--- src/rtl/sawbc_pkg.sv ---
// shared types and constants for the set associative write-back cache
`default_nettype none
package sawbc_pkg;

    localparam int unsigned WORD_W  = 64;
    localparam int unsigned MASK_W  = 8;
    localparam int unsigned SEED_W  = 16;
    localparam logic [SEED_W-1:0] SEED_RESET = 16'hACE1;

    typedef enum logic [1:0] {
        ACT_READ   = 2'd0,
        ACT_WRITE  = 2'd1,
        ACT_REFILL = 2'd2,
        ACT_NONE   = 2'd3
    } t_action;

    typedef enum logic [1:0] {
        KIND_RDATA  = 2'd0,
        KIND_WDONE  = 2'd1,
        KIND_WBACK  = 2'd2,
        KIND_REFREQ = 2'd3
    } t_kind;

    // controller to datapath
    typedef struct packed {
        logic capture;      // latch input word, start tag row read
        logic resolve;      // hit/victim decision, lfsr step when no way hits or is invalid
        logic inval_victim; // clear valid/dirty of chosen line
        logic wb_read;      // read writeback word wb_idx
        logic beat_write;   // store refill beat
        logic fill_finish;  // set tag, valid, dirty of refilled line
        logic acc_read;     // read pending word after fill or hit
        logic acc_write;    // merge write on pending word
        logic [7:0] wb_idx;
    } t_cmd;

    // datapath to controller
    typedef struct packed {
        logic hit;
        logic victim_dirty;
        logic is_write;
        logic last_beat;
    } t_stat;

    function automatic logic [WORD_W-1:0] expand_mask(input logic [MASK_W-1:0] m);
        logic [WORD_W-1:0] r;
        r = '0;
        for (int i = 0; i < MASK_W; i++) begin
            r[i*8 +: 8] = {8{m[i]}};
        end
        return r;
    endfunction

    function automatic logic [SEED_W-1:0] lfsr_next(input logic [SEED_W-1:0] l);
        return {l[0] ^ l[2] ^ l[3] ^ l[5], l[SEED_W-1:1]};
    endfunction

endpackage
`default_nettype wire

--- src/rtl/sawbc_ctrl.sv ---
// cache controller state machine and result sequencing
`default_nettype none
module sawbc_ctrl #(
    parameter int BLOCK_BITS = 5
) (
    input  wire               i_clk,
    input  wire               i_rst_n,
    input  wire               i_valid,
    output logic              o_ready,
    input  wire [1:0]         i_action,
    output sawbc_pkg::t_cmd   o_cmd,
    input  wire sawbc_pkg::t_stat i_stat,
    output logic              o_valid,
    input  wire               i_ready,
    output logic [1:0]        o_kind,
    output logic [1:0]        o_beat,
    output logic              o_last,
    output logic              o_load,
    output logic              o_use_rd,
    output logic              o_use_victim,
    output logic              o_use_req
);
    import sawbc_pkg::*;

    localparam int NWORDS = 1 << (BLOCK_BITS - 3);

    typedef enum logic [7:0] {
        S_IDLE    = 8'b0000_0001,
        S_LOOKUP  = 8'b0000_0010,
        S_DECIDE  = 8'b0000_0100,
        S_WBRD    = 8'b0000_1000,
        S_WBOUT   = 8'b0001_0000,
        S_REQ     = 8'b0010_0000,
        S_WAIT    = 8'b0100_0000,
        S_RESP    = 8'b1000_0000
    } t_state;

    t_state     r_state, n_state;
    logic       r_pending, n_pending;
    logic [7:0] r_wb, n_wb;
    logic       r_ovalid, n_ovalid;
    logic [1:0] r_kind, n_kind;
    logic       r_last, n_last;
    logic [1:0] r_beat, n_beat;
    logic       acc;
    logic       load;

    assign acc = i_valid && o_ready;

    always_comb begin
        n_state   = r_state;
        n_pending = r_pending;
        n_wb      = r_wb;
        n_ovalid  = r_ovalid;
        n_kind    = r_kind;
        n_last    = r_last;
        n_beat    = r_beat;
        o_cmd     = '0;
        o_cmd.wb_idx = r_wb;
        o_ready   = 1'b0;
        if (r_ovalid && i_ready) begin
            n_ovalid = 1'b0;
        end
        unique case (r_state)
            S_IDLE: begin
                o_ready = 1'b1;
                if (acc) begin
                    if (i_action == ACT_REFILL) begin
                        if (r_pending) begin
                            o_cmd.beat_write = 1'b1;
                            // last beat: line resident, run the access as a hit
                            if (i_stat.last_beat) begin
                                o_cmd.fill_finish = 1'b1;
                                n_pending = 1'b0;
                                n_state = S_DECIDE;
                            end
                        end
                    end else if (i_action != ACT_NONE && !r_pending) begin
                        o_cmd.capture = 1'b1;
                        n_state = S_LOOKUP;
                    end
                end
            end
            S_LOOKUP: begin
                // compare the registered tags, pick hit or victim way
                o_cmd.resolve = 1'b1;
                n_state = S_DECIDE;
            end
            S_DECIDE: begin
                if (i_stat.hit) begin
                    if (i_stat.is_write) begin
                        o_cmd.acc_write = 1'b0;
                    end
                    o_cmd.acc_read = 1'b1;
                    n_state = S_RESP;
                end else if (i_stat.victim_dirty) begin
                    n_wb = '0;
                    o_cmd.wb_idx = '0;
                    o_cmd.wb_read = 1'b1;
                    n_state = S_WBOUT;
                end else begin
                    n_state = S_REQ;
                end
            end
            S_WBRD: begin
                o_cmd.wb_read = 1'b1;
                n_state = S_WBOUT;
            end
            S_WBOUT: begin
                if (!r_ovalid || i_ready) begin
                    n_ovalid = 1'b1;
                    n_kind   = KIND_WBACK;
                    n_last   = 1'b0;
                    n_beat   = r_wb[1:0];
                    if (r_wb == 8'(NWORDS - 1)) begin
                        n_state = S_REQ;
                    end else begin
                        n_wb = r_wb + 8'd1;
                        n_state = S_WBRD;
                    end
                end
            end
            S_REQ: begin
                o_cmd.inval_victim = 1'b1;
                n_state = S_WAIT;
            end
            S_WAIT: begin
                if (!r_ovalid || i_ready) begin
                    n_ovalid  = 1'b1;
                    n_kind    = KIND_REFREQ;
                    n_last    = 1'b1;
                    n_beat    = '0;
                    n_pending = 1'b1;
                    n_state   = S_IDLE;
                end
            end
            S_RESP: begin
                if (!r_ovalid || i_ready) begin
                    n_ovalid = 1'b1;
                    n_kind   = i_stat.is_write ? KIND_WDONE : KIND_RDATA;
                    n_last   = 1'b1;
                    n_beat   = '0;
                    o_cmd.acc_write = i_stat.is_write;
                    n_state  = S_IDLE;
                end
            end
            default: n_state = S_IDLE;
        endcase
    end

    always_ff @(posedge i_clk) begin
        if (!i_rst_n) begin
            r_state   <= S_IDLE;
            r_pending <= 1'b0;
            r_wb      <= '0;
            r_ovalid  <= 1'b0;
            r_kind    <= KIND_RDATA;
            r_last    <= 1'b0;
            r_beat    <= '0;
        end else begin
            r_state   <= n_state;
            r_pending <= n_pending;
            r_wb      <= n_wb;
            r_ovalid  <= n_ovalid;
            r_kind    <= n_kind;
            r_last    <= n_last;
            r_beat    <= n_beat;
        end
    end

    // a new result word enters the output register
    assign load = n_ovalid && (!r_ovalid || i_ready);

    // output payload selection, held with the output register
    logic r_use_rd, r_use_victim, r_use_req;
    always_ff @(posedge i_clk) begin
        if (!i_rst_n) begin
            r_use_rd     <= 1'b0;
            r_use_victim <= 1'b0;
            r_use_req    <= 1'b0;
        end else if (load) begin
            r_use_rd     <= (n_kind == KIND_RDATA);
            r_use_victim <= (n_kind == KIND_WBACK);
            r_use_req    <= (n_kind == KIND_REFREQ);
        end
    end

    assign o_valid      = r_ovalid;
    assign o_kind       = r_kind;
    assign o_beat       = r_beat;
    assign o_last       = r_last;
    assign o_load       = load;
    assign o_use_rd     = r_use_rd;
    assign o_use_victim = r_use_victim;
    assign o_use_req    = r_use_req;

    a_hold: assert property (@(posedge i_clk) disable iff (!i_rst_n)
        r_ovalid && !i_ready |=> r_ovalid && $stable(r_kind))
        else $error("result dropped under stall");
    a_busy: assert property (@(posedge i_clk) disable iff (!i_rst_n)
        r_state != S_IDLE |-> !o_ready)
        else $error("ready while busy");
    a_req_pend: assert property (@(posedge i_clk) disable iff (!i_rst_n)
        r_state == S_WAIT && n_state == S_IDLE |=> r_pending)
        else $error("request without pending miss");
endmodule
`default_nettype wire
--- config.mk ---
export PLATFORM = sky130hd
export DESIGN_NAME = sawbc_ctrl
export DESIGN_NICKNAME = d
export VERILOG_FILES = /design/src/rtl/sawbc_pkg.sv /design/src/rtl/sawbc_ctrl.sv
export SDC_FILE = /design/constraint.sdc
export NUM_CORES = 1
export LEC_CHECK = 0
export BUFFER_PORTS_ARGS = -buffer_cell sky130_fd_sc_hd__buf_2
export CORE_MARGIN = 5
export CORE_UTILIZATION = 50
export DETAILED_ROUTE_END_ITERATION = 8
export PLACE_DENSITY = 0.76
export REMOVE_ABC_BUFFERS = 1
export SLEW_MARGIN = 20
export SYNTH_ARGS = -nofsm -noshare
export SYNTH_HDL_FRONTEND = slang
export SYNTH_SLANG_ARGS = --single-unit
--- constraint.sdc ---
create_clock -name i_clk -period 5.85 [get_ports i_clk]
set_clock_uncertainty 0.2 [all_clocks]
set_input_delay 0.2925 -clock i_clk [delete_from_list [all_inputs] [get_ports i_clk]]
set_output_delay 0.2925 -clock i_clk [all_outputs]
set_load 0.01 [all_outputs]
==> flow_summary_export.csv <==
group,metric,value,unit
status,status,"complete, no violations",
critical_path,critPathLaunchType,"register",
routing,vias_per_cell,5.87,
logic_synthesis,synth_top_area_share,0.348,
critical_path,cp_cell_sequence,"or4_1, nor2_2, o21ai_1, inv_1, buf_2",
clock_tree,clock_sinks,26,
logic_synthesis,ys_types,41,
finish,area_delta_synth_final,16.6,%
placement,routabilityCongestion,0.837,
clock_tree,cts_max_path_buffers,2,
sta,hold_viol_final,0,
critical_path,rrSetupSlack,3.44,ns
routing,drt-initial-drc-count,52,
critical_path,cp-end-kind,"primary output",
clock_tree,clk_latency,0.32,ns
routing,ant_nets,0,
logic_synthesis,yosysWarnings,0,
die,start_util,0.533,
routing,vias,1525,
routing,wl_per_cell,13.9,um
grt,antenna_found_initial,0,
finish,nets,241,
logic_synthesis,synth_seq_area_share,0.348,
grt,grt_pass1_vias,1354,
routing,drcViolationCount,0,
die,core_area,0.00281,sq mm
sta,drv_slew,0,
logic_synthesis,ys_top_cells_by_area,"dfxtp_1, and2_1, nor2_1, o21ai_0, a21oi_1",
finish,num_antenna_cells,0,
finish,drive_gt1_frac,0.197,
die,die_x,64.7,um
clock_tree,cts_tree,"done",
logic_synthesis,synth-edff-count,0,
clock_tree,postCtsSetupRepairBufs,0,
grt,grt_overflow,0,
die,dieArea,0.00418,sq mm
clock_tree,cts_max_level,1,
grt,grt_use_total,0.178,
die,ios,37,
critical_path,cp_max_fo,9,
routing,drt_first_pass_iters,4,
power_and_ir_drop,max-vdd-ir-drop,0.130,mV
logic_synthesis,synthCells,195,
sta,fin_tns_setup,0,ns
critical_path,worstPathArrival,2.26,ns
critical_path,crit_type,"register to primary output",
sta,max_freq,363,MHz
clock_tree,cts_buffers,3,
logic_synthesis,syn_area,0.00149,sq mm
logic_synthesis,ys_async_sr_fraction,0,
sta,finalSetupViolations,0,
critical_path,max_stage_delay,0.69,ns
power_and_ir_drop,p_leak,0.741,nW
flow_run,max_cap_viol_count,0,
sta,finalCriticalPeriod,2.76,ns
sta,worst_slew_pin_slew,0.662,ns
sta,max_slew_margin,0.555,
clock_tree,cts-root-buf,"clkbuf_4",
min_path,hold_path.class,"input pin to register",
clock_tree,clk_pin_slew,0.14,ns
sta,rsz0062_at_grt,"false",
sta,fin_crit_sh,0.471,
critical_path,crit_family,"simple AND/OR/NAND/NOR gates",
logic_synthesis,synth_area_leader_cell,"dfxtp_1",
placement,dp_hpwl,2760,um
logic_synthesis,synth_area_per_cell,7.66,sq um
clock_tree,ctsResizeCount,0,
critical_path,crit_required,5.36,ns
die,fp-row-count,19,
grt,grt_max_degree,20,
routing,postRouteWirelength,3610,um
die,die_h,64.7,um
power_and_ir_drop,totalPowerFinal,0.374,mW
logic_synthesis,ys_ff_latch,26,
placement,portBuffers,36,
critical_path,slowest_stage,"or4_1",
power_and_ir_drop,power.density,215,mW/mm^2
critical_path,cp_num_buf_inv,2,
clock_tree,postCtsHoldBufs,0,
logic_synthesis,ys.flop_type,"dfxtp_1",
grt,grt_pass1_wl,6090,um
-- cell type report --
type	count	area, sq um
multi-input combinational	158	931
clock inverter	1	30.0
fill	268	1060
timing repair buffer	36	180
clock buffer	3	22.5
inverter	5	18.8
sequential	26	520
tap	31	38.8
-- tightest hold or removal path, delay by kind of cell --
kind	cells	cell delay, ns
simple gates	2	0.08
compound gates	1	0.13
buf+inv	1	0.08
-- cells in the final DEF, fill, tap and decap left out, drive strengths merged, types with 2 or more instances in the layout --
master  synthesis  final
inv             4      4
clkbuf          5      3
nand4           2      2
buf             1     36
o21ai          16     16
and3            6      6
a21boi          2      2
nor3            5      5
nand3          13     13
nor2b           8      8
nand2b          3      3
dfxtp          26     26
nor4b           3      3
a31oi           7      7
and2           15     15
nand2          15     15
o21a            8      8
or4             4      4
nor2           20     20
a21oi          14     14
nor4            3      3
-- metal layers --
layer,share of wire,global-route usage,routed length (um),vias to the layer above
met4,0.0055,0.0554,20,0
met3,0.047,0.0225,168,2
met1,0.47,0.234,1710,706
met2,0.47,0.305,1710,41
li1,-,-,-,776
met5,0,0,0,-
-- logic make-up (layout without fill, tap and decap cells) --
group,count (synthesis),count (layout),share of synthesized area
DFF,26,26,0.348
adders and majority gates,1,1,0.00837
AOI/OAI and AO/OA,52,52,0.211
xor gates and xnor gates,2,2,0.0117
and+or+nand+nor,103,103,0.392
buffers and inverters,11,45,0.0285
-- sequential cells by signal, summed over array words and instances, names as in the netlist --
register and cells:
o_last 1, o_kind 2, r_state 8, o_beat 2, o_use_rd 1, o_use_victim 1
r_pending 1, o_valid 1, r_wb 8, o_use_req 1
-- Yosys cell counts (2+ instances only) --
cell type  number
o21ai_0        14
a21boi_0        2
or4_1           4
nand3_1        13
a21oi_1        13
nor2b_1         8
nand2b_1        3
o21a_1          8
nand2_1        15
and3_1          6
nor4b_1         2
nor4_1          3
clkbuf_1        5
nor2_1         19
and2_1         15
o21ai_1         2
a31oi_1         7
nor3_1          4
dfxtp_1        26
inv_1           4
nand4_1         2
-- path summary, 6_finish.rpt --
| path | start | endpoint | depth (start not counted) |
|---|---|---|---|
| worst max register to register | r_state[2]$_SDFFE_PN0P_ | r_state[7]$_SDFFE_PN0P_ | 5 |
| worst max-delay path | r_state[2]$_SDFFE_PN0P_ | o_load | 5 |
| worst min register to register | o_last$_SDFFE_PN0P_ | o_last$_SDFFE_PN0P_ | 2 |
| worst min-delay path | i_stat[2] | r_state[5]$_SDFFE_PN0P_ | 4 |
-- metrics by stage --
stage	util	instances	setup slack, ns	cell area [sq um]	hold WS [ns]
2_1_floorplan	-	189	3.49	1470	0.194
3_3_place_gp	0.602	256	3.48	1690	0.242
3_5_place_dp	0.602	256	3.48	1690	0.247
4_1_cts	0.621	260	3.10	1740	0.0858
5_1_grt	0.621	260	2.81	1740	0.0828
6_report	0.621	260	3.09	1740	0.0967
-- power by group --
part	internal (mW)	switching, mW
registers	0.181	0.00580
logic	0.0261	0.0375
clock network	0.0692	0.0542
(Power assumes the default switching activity.)
